**src/hw/rtl/ats_pkg.sv**
```systemverilog
// Shared types, codes and keyword tables for the assembler token scanner.
// Depends on nothing; every scanner module refers to it by scoped names.
`timescale 1ns / 1ps

package ats_pkg;

  localparam int unsigned MAX_TOKEN_LEN = 64;
  localparam int unsigned KEYWORD_COUNT = 29;
  localparam int unsigned KW_MAX_LEN    = 10;
  localparam int unsigned QUEUE_DEPTH   = 3;

  localparam logic [KEYWORD_COUNT-1:0] HITS_ALL = '1;
  localparam logic [23:0]              LINE_MAX = 24'hFFFFFF;

  // Result kinds.
  localparam logic [5:0] KIND_IDENT   = 6'd0;
  localparam logic [5:0] KIND_LITERAL = 6'd1;
  localparam logic [5:0] KIND_ADDRESS = 6'd2;
  localparam logic [5:0] KIND_LABEL   = 6'd3;
  localparam logic [5:0] KIND_KEY0    = 6'd4;
  localparam logic [5:0] KIND_END     = 6'd33;
  localparam logic [5:0] KIND_ERROR   = 6'd34;

  // Byte codes the scanner reacts to.
  localparam logic [7:0] CH_TAB   = 8'd9;
  localparam logic [7:0] CH_LF    = 8'd10;
  localparam logic [7:0] CH_VT    = 8'd11;
  localparam logic [7:0] CH_FF    = 8'd12;
  localparam logic [7:0] CH_CR    = 8'd13;
  localparam logic [7:0] CH_SPACE = 8'd32;
  localparam logic [7:0] CH_COLON = 8'h3A;
  localparam logic [7:0] CH_UNDER = 8'h5F;
  localparam logic [7:0] CH_AMP   = 8'h26;
  localparam logic [7:0] CH_SEMI  = 8'h3B;
  localparam logic [7:0] CH_AT    = 8'h40;
  localparam logic [7:0] CH_ZERO  = 8'h30;
  localparam logic [7:0] CH_NINE  = 8'h39;
  localparam logic [7:0] CH_UA    = 8'h41;
  localparam logic [7:0] CH_UZ    = 8'h5A;
  localparam logic [7:0] CH_LA    = 8'h61;
  localparam logic [7:0] CH_LZ    = 8'h7A;
  localparam logic [7:0] CASE_BIT = 8'h20;

  typedef enum logic [3:0] {
    MODE_IDLE    = 4'b0001,
    MODE_WORD    = 4'b0010,
    MODE_NUM     = 4'b0100,
    MODE_COMMENT = 4'b1000
  } scan_mode_t;

  typedef struct packed {
    logic [7:0] char_byte;
    logic       end_flag;
  } in_word_t;

  typedef struct packed {
    logic [5:0]  kind;
    logic [6:0]  length;
    logic [31:0] value;
    logic [23:0] line;
    logic        clipped;
    logic        last;
  } out_word_t;

  // Keyword spellings, right aligned: the first character sits in the highest used byte.
  localparam logic [8*KW_MAX_LEN-1:0] KW_TEXT [KEYWORD_COUNT] = '{
    "SUBROUTINE", "INTEGER", "DECLARE", "AND", "OR", "ADD", "SUB", "EQ",
    "CMP", "STORE", "BRA", "BRF", "BRT", "BSR", "TEST", "FLAG", "RETURN",
    "HALT", "TAKER", "RANGE", "RANDG", "RANDL", "WAIT", "EXISTS", "USER",
    "ROUTE", "GETROUTE", "GETOBJECT", "GETLEADER"
  };

  localparam logic [3:0] KW_LEN [KEYWORD_COUNT] = '{
    4'd10, 4'd7, 4'd7, 4'd3, 4'd2, 4'd3, 4'd3, 4'd2, 4'd3, 4'd5, 4'd3, 4'd3,
    4'd3, 4'd3, 4'd4, 4'd4, 4'd6, 4'd4, 4'd5, 4'd5, 4'd5, 4'd5, 4'd4, 4'd6,
    4'd4, 4'd5, 4'd8, 4'd9, 4'd9
  };

  // Character of keyword k at position pos, or zero past its end.
  function automatic logic [7:0] kw_char(input int unsigned k, input logic [6:0] pos);
    logic [7:0]  c;
    int unsigned l;
    c = '0;
    l = int'(KW_LEN[k]);
    for (int unsigned j = 0; j < KW_MAX_LEN; j++) begin
      if (pos == 7'(j) && j < l) begin
        c = KW_TEXT[k][8*(l-1-j) +: 8];
      end
    end
    return c;
  endfunction

endpackage

```
**src/hw/rtl/ats_keyword_match.sv**
```systemverilog
// Parallel keyword hit vector update and final keyword lookup.
// Depends on ats_pkg for the keyword tables and result kinds.
`timescale 1ns / 1ps

module ats_keyword_match (
  input  logic [ats_pkg::KEYWORD_COUNT-1:0] hits_i,
  input  logic [6:0]                        pos_i,
  input  logic [7:0]                        upper_i,
  output logic [ats_pkg::KEYWORD_COUNT-1:0] hits_o,
  input  logic [ats_pkg::KEYWORD_COUNT-1:0] final_hits_i,
  input  logic [6:0]                        final_len_i,
  output logic [5:0]                        final_kind_o
);

  // A keyword stays a candidate while each new character equals its spelling.
  always_comb begin
    for (int unsigned k = 0; k < ats_pkg::KEYWORD_COUNT; k++) begin
      hits_o[k] = hits_i[k] && (upper_i == ats_pkg::kw_char(k, pos_i));
    end
  end

  // The lowest numbered candidate whose length is exactly the word length wins.
  always_comb begin
    final_kind_o = ats_pkg::KIND_IDENT;
    for (int k = int'(ats_pkg::KEYWORD_COUNT) - 1; k >= 0; k--) begin
      if (final_hits_i[k] && final_len_i == {3'b000, ats_pkg::KW_LEN[k]}) begin
        final_kind_o = ats_pkg::KIND_KEY0 + 6'(k);
      end
    end
  end

endmodule

```
**src/hw/rtl/assembler_token_scanner.sv**
```systemverilog
// Top level of the assembler token scanner: scan state, token building and result queue.
// Depends on ats_pkg and instantiates ats_keyword_match.
`timescale 1ns / 1ps

// The scanner takes one source byte, or an end marker, per input word and returns token
// result words. Whitespace is skipped, CR and LF each advance the line count, semicolon
// comments run to the line end, '@' is an address token, words become labels, keywords or
// identifiers, and digit runs become saturating decimal literals; any other byte gives an
// error word. A word or literal is reported when the byte after it arrives, and that byte
// is then scanned in the same cycle, so one input word yields zero, one or two result
// words, the final one flagged by last. Timing: an input word is taken every cycle while
// the three-entry result queue holds at most one word; in_ready depends only on that
// queue fill. An input word that yields two results can therefore hold back the next one,
// while the queue drains at one result per cycle whenever out_ready is high. Results
// leave in order from the head of the queue, which is the out_data register itself.

module assembler_token_scanner (
  input  logic              clk,
  input  logic              rst_n,
  input  logic              in_valid,
  output logic              in_ready,
  input  ats_pkg::in_word_t in_data,
  output logic              out_valid,
  input  logic              out_ready,
  output ats_pkg::out_word_t out_data
);

  // Scan state.
  ats_pkg::scan_mode_t               mode_r, mode_nxt;
  logic [ats_pkg::KEYWORD_COUNT-1:0] hits_r, hits_nxt;
  logic [6:0]                        len_r, len_nxt;
  logic                              colon_r, colon_nxt;
  logic [31:0]                       lit_r, lit_nxt;
  logic [23:0]                       line_r, line_nxt;
  logic                              sat_r, sat_nxt;

  // Result queue; entry 0 is the word on out_data.
  ats_pkg::out_word_t q_r [ats_pkg::QUEUE_DEPTH];
  ats_pkg::out_word_t q_nxt [ats_pkg::QUEUE_DEPTH];
  logic [1:0]         count_r, count_nxt;

  logic accept, pop;
  assign in_ready  = (count_r < 2'd2);
  assign accept    = in_valid && in_ready;
  assign out_valid = (count_r != 2'd0);
  assign pop       = out_valid && out_ready;
  assign out_data  = q_r[0];

  // Byte classes.
  logic [7:0] ch, upper;
  logic is_letter, is_digit, is_nl, is_ws, word_cont;
  assign ch        = in_data.char_byte;
  assign is_letter = (ch >= ats_pkg::CH_UA && ch <= ats_pkg::CH_UZ) ||
                     (ch >= ats_pkg::CH_LA && ch <= ats_pkg::CH_LZ);
  assign is_digit  = (ch >= ats_pkg::CH_ZERO && ch <= ats_pkg::CH_NINE);
  assign is_nl     = (ch == ats_pkg::CH_LF) || (ch == ats_pkg::CH_CR);
  assign is_ws     = (ch == ats_pkg::CH_TAB) || (ch == ats_pkg::CH_VT) ||
                     (ch == ats_pkg::CH_FF) || (ch == ats_pkg::CH_SPACE);
  assign word_cont = is_letter || is_digit || (ch == ats_pkg::CH_COLON) ||
                     (ch == ats_pkg::CH_UNDER) || (ch == ats_pkg::CH_AMP);
  assign upper     = (ch >= ats_pkg::CH_LA && ch <= ats_pkg::CH_LZ) ? (ch - ats_pkg::CASE_BIT)
                                                                    : ch;

  logic in_word, in_num, in_comment;
  assign in_word    = (mode_r == ats_pkg::MODE_WORD);
  assign in_num     = (mode_r == ats_pkg::MODE_NUM);
  assign in_comment = (mode_r == ats_pkg::MODE_COMMENT);

  // Keyword matching. A letter seen outside a word starts a fresh hit vector at position 0.
  logic [ats_pkg::KEYWORD_COUNT-1:0] kw_hits_in, kw_hits_out;
  logic [6:0]                        kw_pos;
  logic [5:0]                        word_kind;
  assign kw_hits_in = in_word ? hits_r : ats_pkg::HITS_ALL;
  assign kw_pos     = in_word ? len_r : 7'd0;

  ats_keyword_match u_kw (
    .hits_i       (kw_hits_in),
    .pos_i        (kw_pos),
    .upper_i      (upper),
    .hits_o       (kw_hits_out),
    .final_hits_i (hits_r),
    .final_len_i  (len_r),
    .final_kind_o (word_kind)
  );

  // Literal step: value times ten plus the digit, checked against 32 bits.
  logic [35:0] lit_step;
  assign lit_step = {1'b0, lit_r, 3'b000} + {3'b000, lit_r, 1'b0} + {28'd0, ch - ats_pkg::CH_ZERO};

  // The word or literal in progress, as it would be reported now.
  ats_pkg::out_word_t fin_res, scan_res, res0, res1;
  always_comb begin
    fin_res         = '0;
    fin_res.line    = line_r;
    fin_res.clipped = sat_r;
    if (in_word) begin
      if (colon_r) begin
        fin_res.kind   = ats_pkg::KIND_LABEL;
        fin_res.length = sat_r ? 7'(ats_pkg::MAX_TOKEN_LEN) : (len_r - 7'd1);
      end else begin
        // An overlong word never matches a keyword.
        fin_res.kind   = sat_r ? ats_pkg::KIND_IDENT : word_kind;
        fin_res.length = len_r;
      end
    end else begin
      fin_res.kind   = ats_pkg::KIND_LITERAL;
      fin_res.length = len_r;
      fin_res.value  = lit_r;
    end
  end

  // Scan step for the accepted word.
  logic emit_fin, emit_scan;
  always_comb begin
    mode_nxt  = mode_r;
    hits_nxt  = hits_r;
    len_nxt   = len_r;
    colon_nxt = colon_r;
    lit_nxt   = lit_r;
    line_nxt  = line_r;
    sat_nxt   = sat_r;
    emit_fin  = 1'b0;
    emit_scan = 1'b0;
    scan_res  = '0;
    scan_res.line = line_r;

    if (accept) begin
      // A word or literal ends on end of input or on a byte that cannot extend it.
      if ((in_word && (in_data.end_flag || !word_cont)) ||
          (in_num && (in_data.end_flag || !is_digit))) begin
        emit_fin  = 1'b1;
        mode_nxt  = ats_pkg::MODE_IDLE;
        hits_nxt  = ats_pkg::HITS_ALL;
        len_nxt   = '0;
        colon_nxt = 1'b0;
        lit_nxt   = '0;
        sat_nxt   = 1'b0;
      end

      if (in_data.end_flag) begin
        // End inside a comment simply closes the comment.
        mode_nxt      = ats_pkg::MODE_IDLE;
        emit_scan     = 1'b1;
        scan_res.kind = ats_pkg::KIND_END;
      end else if (in_word && word_cont) begin
        hits_nxt  = kw_hits_out;
        colon_nxt = (ch == ats_pkg::CH_COLON);
        if (len_r < 7'(ats_pkg::MAX_TOKEN_LEN)) begin
          len_nxt = len_r + 7'd1;
        end else begin
          sat_nxt = 1'b1;
        end
      end else if (in_num && is_digit) begin
        if (lit_step[35:32] != 4'd0) begin
          lit_nxt = '1;
          sat_nxt = 1'b1;
        end else begin
          lit_nxt = lit_step[31:0];
        end
        if (len_r < 7'(ats_pkg::MAX_TOKEN_LEN)) begin
          len_nxt = len_r + 7'd1;
        end else begin
          sat_nxt = 1'b1;
        end
      end else if (in_comment && !is_nl) begin
        // Comment text is dropped.
      end else begin
        // The byte is scanned from the idle state; token fields are already clear here.
        if (is_nl) begin
          mode_nxt = ats_pkg::MODE_IDLE;
          if (line_r < ats_pkg::LINE_MAX) begin
            line_nxt = line_r + 24'd1;
          end
        end else if (is_ws) begin
          mode_nxt = ats_pkg::MODE_IDLE;
        end else if (is_letter) begin
          mode_nxt  = ats_pkg::MODE_WORD;
          hits_nxt  = kw_hits_out;
          len_nxt   = 7'd1;
          colon_nxt = 1'b0;
          lit_nxt   = '0;
          sat_nxt   = 1'b0;
        end else if (is_digit) begin
          mode_nxt  = ats_pkg::MODE_NUM;
          hits_nxt  = ats_pkg::HITS_ALL;
          len_nxt   = 7'd1;
          colon_nxt = 1'b0;
          lit_nxt   = {24'd0, ch - ats_pkg::CH_ZERO};
          sat_nxt   = 1'b0;
        end else if (ch == ats_pkg::CH_SEMI) begin
          mode_nxt = ats_pkg::MODE_COMMENT;
        end else if (ch == ats_pkg::CH_AT) begin
          emit_scan       = 1'b1;
          scan_res.kind   = ats_pkg::KIND_ADDRESS;
          scan_res.length = 7'd1;
        end else begin
          emit_scan       = 1'b1;
          scan_res.kind   = ats_pkg::KIND_ERROR;
          scan_res.length = 7'd1;
          scan_res.value  = {24'd0, ch};
        end
      end
    end
  end

  // Order the results of this word and mark the final one.
  logic [1:0] n_res;
  always_comb begin
    res0 = emit_fin ? fin_res : scan_res;
    res1 = scan_res;
    n_res = {1'b0, emit_fin} + {1'b0, emit_scan};
    res0.last = (n_res == 2'd1);
    res1.last = 1'b1;
  end

  // Queue update: pop shifts toward the head, new results land behind what remains.
  logic [1:0] base;
  always_comb begin
    q_nxt = q_r;
    base  = count_r;
    if (pop) begin
      q_nxt[0] = q_r[1];
      q_nxt[1] = q_r[2];
      base     = count_r - 2'd1;
    end
    for (int unsigned i = 0; i < ats_pkg::QUEUE_DEPTH; i++) begin
      if (n_res != 2'd0 && 2'(i) == base) begin
        q_nxt[i] = res0;
      end
      if (n_res == 2'd2 && 2'(i) == base + 2'd1) begin
        q_nxt[i] = res1;
      end
    end
    count_nxt = base + n_res;
  end

  always_ff @(posedge clk) begin
    if (!rst_n) begin
      mode_r  <= ats_pkg::MODE_IDLE;
      hits_r  <= ats_pkg::HITS_ALL;
      len_r   <= '0;
      colon_r <= 1'b0;
      lit_r   <= '0;
      line_r  <= '0;
      sat_r   <= 1'b0;
      count_r <= '0;
    end else begin
      mode_r  <= mode_nxt;
      hits_r  <= hits_nxt;
      len_r   <= len_nxt;
      colon_r <= colon_nxt;
      lit_r   <= lit_nxt;
      line_r  <= line_nxt;
      sat_r   <= sat_nxt;
      count_r <= count_nxt;
    end
  end

  always_ff @(posedge clk) begin
    q_r <= q_nxt;
  end

`ifndef ASSERT_OFF
  // The queue never holds more words than it has entries.
  a_queue_bound: assert property (@(posedge clk) disable iff (!rst_n)
    count_r <= 2'(ats_pkg::QUEUE_DEPTH))
    else $error("result queue overflow");

  // In the idle state all token fields sit at their cleared values.
  a_idle_clear: assert property (@(posedge clk) disable iff (!rst_n)
    (mode_r == ats_pkg::MODE_IDLE) |->
      (len_r == 7'd0 && hits_r == ats_pkg::HITS_ALL && !colon_r && !sat_r && lit_r == 32'd0))
    else $error("token state not cleared in idle");

  // In a word the saturation mark can only come from the length limit.
  a_word_sat: assert property (@(posedge clk) disable iff (!rst_n)
    (mode_r == ats_pkg::MODE_WORD && sat_r) |-> (len_r == 7'(ats_pkg::MAX_TOKEN_LEN)))
    else $error("word saturated below length limit");

  // The line count only ever steps up by one.
  a_line_step: assert property (@(posedge clk) disable iff (!rst_n)
    ($past(rst_n) && line_r != $past(line_r)) |-> (line_r == $past(line_r) + 24'd1))
    else $error("line count jumped");
`endif

endmodule

```
**config.mk**
```make
export PLATFORM = sky130hd
export DESIGN_NAME = assembler_token_scanner
export DESIGN_NICKNAME = d
export VERILOG_FILES = /design/src/hw/rtl/ats_pkg.sv /design/src/hw/rtl/ats_keyword_match.sv /design/src/hw/rtl/assembler_token_scanner.sv
export SDC_FILE = /design/constraint.sdc
export NUM_CORES = 1
export LEC_CHECK = 0
export BUFFER_PORTS_ARGS = -buffer_cell sky130_fd_sc_hd__buf_4
export CAP_MARGIN = 30
export CORE_MARGIN = 2
export CORE_UTILIZATION = 53
export DETAILED_ROUTE_END_ITERATION = 12
export PLACE_DENSITY = 0.7
export SLEW_MARGIN = 20
export SYNTH_ARGS = -nofsm -noshare
export SYNTH_HDL_FRONTEND = slang
export SYNTH_HIERARCHICAL = 1
export SYNTH_SLANG_ARGS = --single-unit
```
**constraint.sdc**
```tcl
create_clock -name clk -period 8.7 [get_ports clk]
set_clock_uncertainty 0.05 [all_clocks]
set_input_delay 0 -clock clk [delete_from_list [all_inputs] [get_ports clk]]
set_output_delay 0 -clock clk [all_outputs]
set_load 0.005 [all_outputs]
```
### After elaboration in Yosys (flattened, before gate mapping)

Index checks and enable logic that the tools add are counted.

* register bits after elaboration: 313
* input bits: 13
* output and inout port bits: 73
* logic and storage cells: 462

* $add $sub $neg: 11
* $lt $le $gt $ge: 9
* equal/unequal tests: 67
* mux-type cells: 244
* bitwise logic cells: 4
* reduce and logical (&&, ||, !) cells: 101

Operator list (count)
* 8-bit 2-to-1 mux: 95
* 71-bit 2-to-1 mux: 7
* 45-bit 2-to-1 mux: 9
* 32-bit 2-to-1 mux: 11
* 29-bit 2-to-1 mux: 10
* 8-bit == test: 29
* 7-bit 2-to-1 mux: 32
* 6-bit 2-to-1 mux: 31
* 142-bit 2-to-1 mux: 1
* 1-bit logical AND: 74
* 7-bit by 3-bit == test with 1-bit output, second input constant: 8
* 8-bit by 4-bit == test with 1-bit output, second input constant: 5
* 4-bit 2-to-1 mux: 10
* 13-bit 2-to-1 mux: 3
* 39-bit 2-to-1 mux: 1
* 35-bit by 33-bit adder with 36-bit output: 1
* 36-bit by 8-bit adder with 36-bit output: 1
* 7-bit by 4-bit == test with 1-bit output, second input constant: 5
* 1-bit 2-to-1 mux: 33
* 8-bit by 6-bit == test with 1-bit output, second input constant: 4
* 7-bit by 2-bit == test with 1-bit output, second input constant: 4
* 24-bit by 1-bit adder with 24-bit output, second input constant: 1
* 24-bit < comparator, second input constant: 1
* 8-bit by 7-bit == test with 1-bit output, second input constant: 2
* 31 further kinds: 58

### Logic depth before layout (Yosys ltp)

Gate-level depths: netlist of the first run.

* depth in word-level cells: 37
* gate-level depth with buffers: 19
* gate-level depth less buffers: 15

### By module

The synthesis of the first run kept the hierarchy.

By module, submodules not included
* assembler_token_scanner: times used 1, cells an instance 1702, area each 17076.4 um2, seq. area each 8338.0 um2
* ats_keyword_match: times used 1, cells an instance 581, area each 3549.7 um2, seq. area each 0.0 um2

### Worst setup path before layout of the first run

OpenSTA, ideal clock, no wires.

* path type: input -> register
* start point: in in_data[4] (netlist bit)
* end point: reg q_r, in the netlist out_data[10], enable pin
* setup time: 0.722 ns
* arrival: 4.225 ns
* required time: 7.928 ns
* slack: 3.703 ns
* cell stages on the path: 16
* path buffers: 6
* cell sequence: buf_2 nor4_2 a32oi_1 nor3_2 nor3_4 a32o_1 buf_4 nand2_4 buf_2 ha_1 nor2b_1 buf_1 nor2_1 clkbuf_1 clkbuf_1 nand2_1

* word-level cells in the longest chain between the ends: 17
* elaborated cells on any way between the ends: 57
* classes of those cells: 1 x add/sub; 6 x order compare; 11 x eq/ne; 12 x mux; 27 x reduce/logical

RTL lines
* from (decl): line assembler_token_scanner.sv:22 `input ats_pkg::in_word_t in_data,`
* parallel branches: the longest is 13 deep, another holds 8-bit by 6-bit >= comparator with 1-bit output
* 1-bit by 1-bit adder with 2-bit output (*): line assembler_token_scanner.sv:211 `n_res = {1'b0, emit_fin} + {1'b0, emit_scan};`
* 2-bit == test or 2-bit nonzero test (tied branches): line assembler_token_scanner.sv:230, assembler_token_scanner.sv:227
* 1-bit logical AND (on tied branches): line assembler_token_scanner.sv:230, assembler_token_scanner.sv:227
* 3-bit nonzero test (no line) (*)
* to (signal assigned): line assembler_token_scanner.sv:260 `q_r <= q_nxt;`
* to (decl): line assembler_token_scanner.sv:38 `ats_pkg::out_word_t q_r [ats_pkg::QUEUE_DEPTH];`

Mark *: on every way between the ends.
A chain may end at the register's enable or synchronous reset.

### Final worst setup path of the first run

* start point: in in_data[6] (netlist bit)
* end point: reg q_r, in the netlist out_data[30], enable pin

Same word-level chain as after synthesis.

==> results.cfg, run 1 <==
[routing]
drt-initial-drc-count = 2103
routed_via_density = 6.404
num_vias = 17559
top_layer_used = met4
route.met3.wl_um = 4798
dr.pass1.iters = 8
wl_per_cell_um = 20.53
wl_met2_um = 25180
wl_met1_um = 24930
ant_nets = 0
drc = 0
drt_wl_total_um = 56300

[place]
dpl.hpwl_um = 37830
placed_area_um2 = 20950
pre_cts_slack_ns = 3.009
placed_cells = 2673
port_buffers = 85
gp_congestion = 0.9276

[timing]
layout_setup_ws_ns = 3.525
setup-violations-final = 0
timing.slew.headroom = 0.3608
fmax_mhz = 193.2
finalCritPeriodShare = 0.5948
finalHoldViolations = 0
setup_tns_ns = 0
period_minus_slack_ns = 5.175
worstMarginPinSlew_ns = 0.9553
finalMaxSlewViolations = 0
rsz0062_at_grt = false

[synthesis]
avgSynthCellArea_um2 = 9.035
synth_area_leaders = edfxtp_1 (30%), dfxtp_1 (10%), nand2_1 (5.3%)
yosysWarnings = 6
syn_area_um2 = 20630
async_reset_ff_frac = 0
synth_top_area_cell = edfxtp_1
netlist_instances = 2283
synth_top_area_frac = 0.3014
synth_ff_type = edfxtp_1
synth.ff_latch_count = 313
yosysSeqAreaShare = 0.4042
synth_edf_count = 207
post_synth_num_cell_types = 97
synthesis.nets = 2377

[setup_path]
critical-path-max-stage-delay_ns = 0.74
r2r_end = out_data[30]
r2r_start = mode_r[2]
crit_path_max_fanout = 77
cp-endpoint = out_data[30]
end_kind = register
critical_path_arrival_ns = 5.32
critPathKind = input pin to register
path_cells = dlygate4sd3_1 > buf_4 > inv_1 > ha_1 > nand4b_1 > o21ai_0 > a22oi_1 > nor4_1 > nor3b_1 > o21ai_0 > ha_1 > nor2b_1 > nor2_4 > buf_4 > nand2_4 > buf_16
startpoint = in_data[6]
cp-start-kind = input pin
r2r_cells = 11
slowest_stage = nor2b_1
required_ns = 8.84
rrSetupSlack_ns = 3.64

[global_routing]
overflow = 0
antenna_found_initial = 0
grt_max_degree = 78
grt_usage = 0.2680
grt_pass1_vias = 16200
grt_pass1_wl_um = 88960

[worst_hold_path]
min_path_type = input pin to register

[layout]
final_cell_mix = nand2_1 (289), edfxtp_1 (207), nor2_1 (161), a21oi_1 (126), dfxtp_1 (106)
fin_cells = 2742
num_antenna_cells = 0
drive_above_1_share = 0.1043
final_nets = 2292
area_growth_pct = 7.807
final_common_cell = nand2_1
final_cell_area_um2 = 22240

[clock_network]
cts.sinks = 313
cts-htree-levels = 2
numCtsBuffers = 35
tritoncts = built
root_buffer = clkbuf_16
clkTransAtPathRegs_ns = 0.06
postCtsSetupBuffers = 0
worst_skew_pair.late_latency_ns = 0.53
clockBufferDepth = 3

[power_and_ir_drop]
power.leakage_nw = 8.362
finalPower_mw = 4.797
swShare = 0.2857
power.switching_mw = 1.370
peakVddDrop_mv = 0.1307
p_seq_frac = 0.443
comb_power_share = 0.233
p_per_area_nw_per_um2 = 215.7
p_clk_frac = 0.324
intPower_mw = 3.427

[floorplan]
die_area_um2 = 40510
start_util = 0.5349
io_pins = 86
chipWidth_um = 201.3
die_y_um = 201.3
core_area_um2 = 38560
num_rows = 72

[run]
cap_viol_max_count = 0

[run_status]
status = complete, no violations
[cell usage after synthesis (35+ instances only)]
cell and instances:
buf_4 78, dfxtp_1 106, edfxtp_1 207, ha_1 75
inv_1 35, xnor2_1 66, a21oi_1 126, nand3_1 68
and2_1 38, clkbuf_1 104, nand2b_1 58, nor2_1 165
o21ai_0 99, and3_1 49, a22o_1 58, buf_2 41
nor3_1 60, nand2_1 292
[sequential cells by signal, indices dropped and copies added, names as in the netlist]
register / count
sat_r: 1
line_r: 24
len_r: 7
q_r: 142
count_r: 2
lit_r: 32
hits_r: 29
mode_r: 4
colon_r: 1
out_data: 71
[what timing repair did]
action	CTS	global route
gates resized for setup	0	0
hold buffers	5	0
setup endpoints to repair	0	0
hold endpoints to repair	15	0
[power by group through the flow]
stage / combinational, mW / sequential [mW] / clock (mW)
final: 1.12 / 2.13 / 1.56
after global routing: 1.21 / 2.15 / 1.64
after CTS: 1.10 / 2.13 / 1.58
after detailed placement: 1.09 / 2.16 / 0
after global placement: 1.04 / 2.16 / 0
after floorplan: 0.818 / 2.13 / 0
[worst min path at each step]
stage	start	end	slack, ns	cells after the start
floorplan	rst_n	sat_r	0.15	2
global placement	rst_n	len_r[0]	0.31	2
detailed placement	rst_n	len_r[0]	0.31	2
CTS	in_valid	mode_r[1]	0.02	4
global route	in_valid	mode_r[1]	0.04	4
finish	in_valid	mode_r[1]	0.02	4
[logic make-up (layout without fill, tap and decap cells)]
family          Yosys count  count (layout)  share of synthesized area
simple gates            897             897                     0.2210
compound gates          588             588                     0.1972
flops                   313             313                     0.4042
buf+inv                 274             215                    0.06764
xor+xnor                 96              96                    0.04076
fa+ha+maj                81              81                    0.05132
mux                      34              34                    0.01783
[stage by stage]
| stage | hold slack (ns) | utilization |
|---|---|---|
| CTS | 0.01740 | 0.5760 |
| floorplan | 0.1486 | - |
| global route | 0.04478 | 0.5767 |
| detailed placement | 0.3064 | 0.5434 |
| global placement | 0.3054 | 0.5410 |
| finish | 0.02500 | 0.5767 |
[layer usage]
layer / global-route usage / vias to the layer above
met5: 0 / -
met4: 0.07222 / 0
met3: 0.03563 / 126
met2: 0.4196 / 873
met1: 0.3913 / 8368
li1: - / 8192
[critical path: cells and delay by family]
family,cells,cell delay [ns]
AND/OR/NAND/NOR,6,2.47
buffers and inverters,5,1.61
AO/OA/AOI/OAI,3,0.68
adder cells (fa/ha/maj),2,0.47
[final cells by class]
type / instances / area [µm²]
fillers: 3392 / 16320
flip-flops and latches: 313 / 8338
well taps: 518 / 648.1
clock inverters: 19 / 266.5
multi-input cells: 1696 / 10950
repair buffers: 113 / 944.7
clock buffers: 44 / 939.7
inverters: 39 / 146.4
Note: power is estimated with default switching activity, not from simulation.
==> run 2: changes to the inputs <==
==> constraint.sdc (replaced) <==
create_clock -name clk -period 5.3 [get_ports clk]
set_clock_uncertainty 0.05 [all_clocks]
set_input_delay 0 -clock clk [delete_from_list [all_inputs] [get_ports clk]]
set_output_delay 0 -clock clk [all_outputs]
set_load 0.005 [all_outputs]
==> run 2 against run 1 <==
Compared with the run above:
- clock power rose by 55%
- die area unchanged
- design area rose by 0.68%
- sequential cell count did not move
- total power up 62%
- global-route usage is 0.80 points higher
- non-clock buffer count increased by 28
- worst hold slack improved by 0.076 ns
- combinational power increased by 67%
- sequential power up 64%
- final cell count increased by 1.1%
- largest cell class unchanged
==> results.cfg, run 2 (same netlist as run 1, synthesis figures left out) <==
[place]
gp_congestion = 0.9243
port_buffers = 85
pre_cts_slack_ns = 0.7929
dpl.hpwl_um = 39560

[global_routing]
grt_pass1_wl_um = 90800
grt_usage = 0.2761
grt.met3_usage = 0.05102
grt_max_degree = 49
use_met2 = 0.4151
grt_pass1_vias = 16107
top_usage_layer = met2
overflow = 0
antenna_found_initial = 2
grt_use_met1 = 0.4096

[routing]
drt-initial-drc-count = 1989
drt_wl_total_um = 57150
num_vias = 17698
dr.pass1.iters = 6
wl_per_cell_um = 20.62
drc = 0
routed_via_density = 6.387
ant_nets = 0

[power_and_ir_drop]
power.leakage_nw = 8.461
swShare = 0.2933
power.switching_mw = 2.281
peakVddDrop_mv = 0.2105
p_per_area_nw_per_um2 = 347.4
comb_power_share = 0.240
intPower_mw = 5.497
p_seq_frac = 0.448
p_clk_frac = 0.312

[timing]
period_minus_slack_ns = 4.553
finalCritPeriodShare = 0.8590
finalMaxSlewViolations = 0
layout_setup_ws_ns = 0.7473
timing.slew.headroom = 0.3642
rsz0062_at_grt = false
setup-violations-final = 0
fmax_mhz = 219.6
setup_tns_ns = 0
worstMarginPinSlew_ns = 0.9502
finalHoldViolations = 0

[clock_network]
clockBufferDepth = 3
worst_skew_pair.late_latency_ns = 0.54
cts-htree-levels = 2
tritoncts = built
numCtsBuffers = 36
clkTransAtPathRegs_ns = 0.07
root_buffer = clkbuf_16
cts.sinks = 313

[layout]
final_cell_mix = nand2_1 (289), edfxtp_1 (207), nor2_1 (161), a21oi_1 (126), buf_4 (125)
multiInputGateArea_um2 = 10950
area_growth_pct = 8.541
drive_above_1_share = 0.1136
final_nets = 2321
largest_reg_flops = 142
regArea_um2 = 8338
final_common_cell = nand2_1
regMostFlops = q_r
fillCellCount = 3411
num_antenna_cells = 0

[setup_path]
r2r_end = lit_r[4]
crit_path_max_fanout = 15
r2r_cells = 13
timing.critical_path.buf_inv = 4
path_cells = dlygate4sd3_1 > buf_4 > inv_1 > ha_1 > nand4b_1 > o21ai_0 > a22oi_1 > nor4_1 > nor3b_1 > o21ai_0 > ha_1 > or2_2 > nand2_1 > buf_4 > nand2_1 > nand2_1
critPathKind = input pin to register
required_ns = 5.65
r2r_start = lit_r[2]
cp.depth = 16
rrSetupSlack_ns = 1.13
critical-path-max-stage-delay_ns = 0.68
slowest_stage = nor4_1
startpoint = in_data[6]
cp-endpoint = q_r[77]
crit_family = simple AND/OR/NAND/NOR gates
cp-start-kind = input pin
crit_top_cell = nand2_1
critical_path_arrival_ns = 4.90
end_kind = register

[floorplan]
core_area_um2 = 38560
chipWidth_um = 201.3
die_y_um = 201.3
start_util = 0.5349
io_pins = 86
num_rows = 72
die_area_um2 = 40510

[run]
cap_viol_max_count = 0

[run_status]
status = complete, no violations

[worst_hold_path]
hold_start = in_data[3]
min_path_type = input pin to register
run 2: tightest hold or removal path, delay by kind of cell:
kind,cells,cell delay [ns]
and+or+nand+nor,1,0.06
AOI/OAI and AO/OA,3,0.41
buffers and inverters,1,0.18
run 2: per-stage QoR:
step | area (µm²) | std cells | power, mW | util | hold WS (ns)
global placement | 21080 | 2693 | 5.327 | 0.5466 | 0.3207
CTS | 22330 | 2768 | 7.794 | 0.5791 | 0.07045
global route | 22390 | 2771 | 8.096 | 0.5806 | 0.1228
floorplan | 20630 | 2283 | 4.845 | - | 0.1486
detailed placement | 21080 | 2694 | 5.375 | 0.5468 | 0.3206
finish | 22390 | 2771 | 7.778 | 0.5806 | 0.1009
run 2: power groups by stage:
stage / Clock, mW / Combinational [mW] / Sequential (mW)
6_report: 2.42 / 1.87 / 3.49
2_1_floorplan: 0 / 1.34 / 3.50
4_1_cts: 2.45 / 1.85 / 3.49
3_3_place_gp: 0 / 1.80 / 3.52
3_5_place_dp: 0 / 1.84 / 3.54
5_1_grt: 2.55 / 2.02 / 3.53
run 2: what timing repair did:
item | in CTS | in global routing
endpoints found under the setup margin | 0 | 0
endpoints found under the hold margin | 32 | 0
setup buffers | 0 | 0
hold buffers | 10 | 0
resized for setup | 0 | 0
run 2: how the worst min path moves through the flow:
| stage | end | cells past startpoint |
|---|---|---|
| after detailed placement | len_r[0] | 2 |
| final | lit_r[2] | 5 |
| after global placement | len_r[0] | 2 |
| after global routing | mode_r[3] | 4 |
| after CTS | lit_r[2] | 5 |
| after floorplan | sat_r | 2 |
run 2: layout make-up:
class                   instances  area share
clock buffers                  44     0.04337
clock inverters                20    0.007824
inverters                      39    0.006539
multi-input cells            1696      0.4892
flip-flops and latches        313      0.3724
well taps                     518     0.02895
repair buffers                141     0.05164
run 2: layer usage:
metal,up-vias,wire [µm]
li1,8248,-
met1,8483,25440
met2,844,24990
met3,121,5333
met4,2,1373
met5,-,13
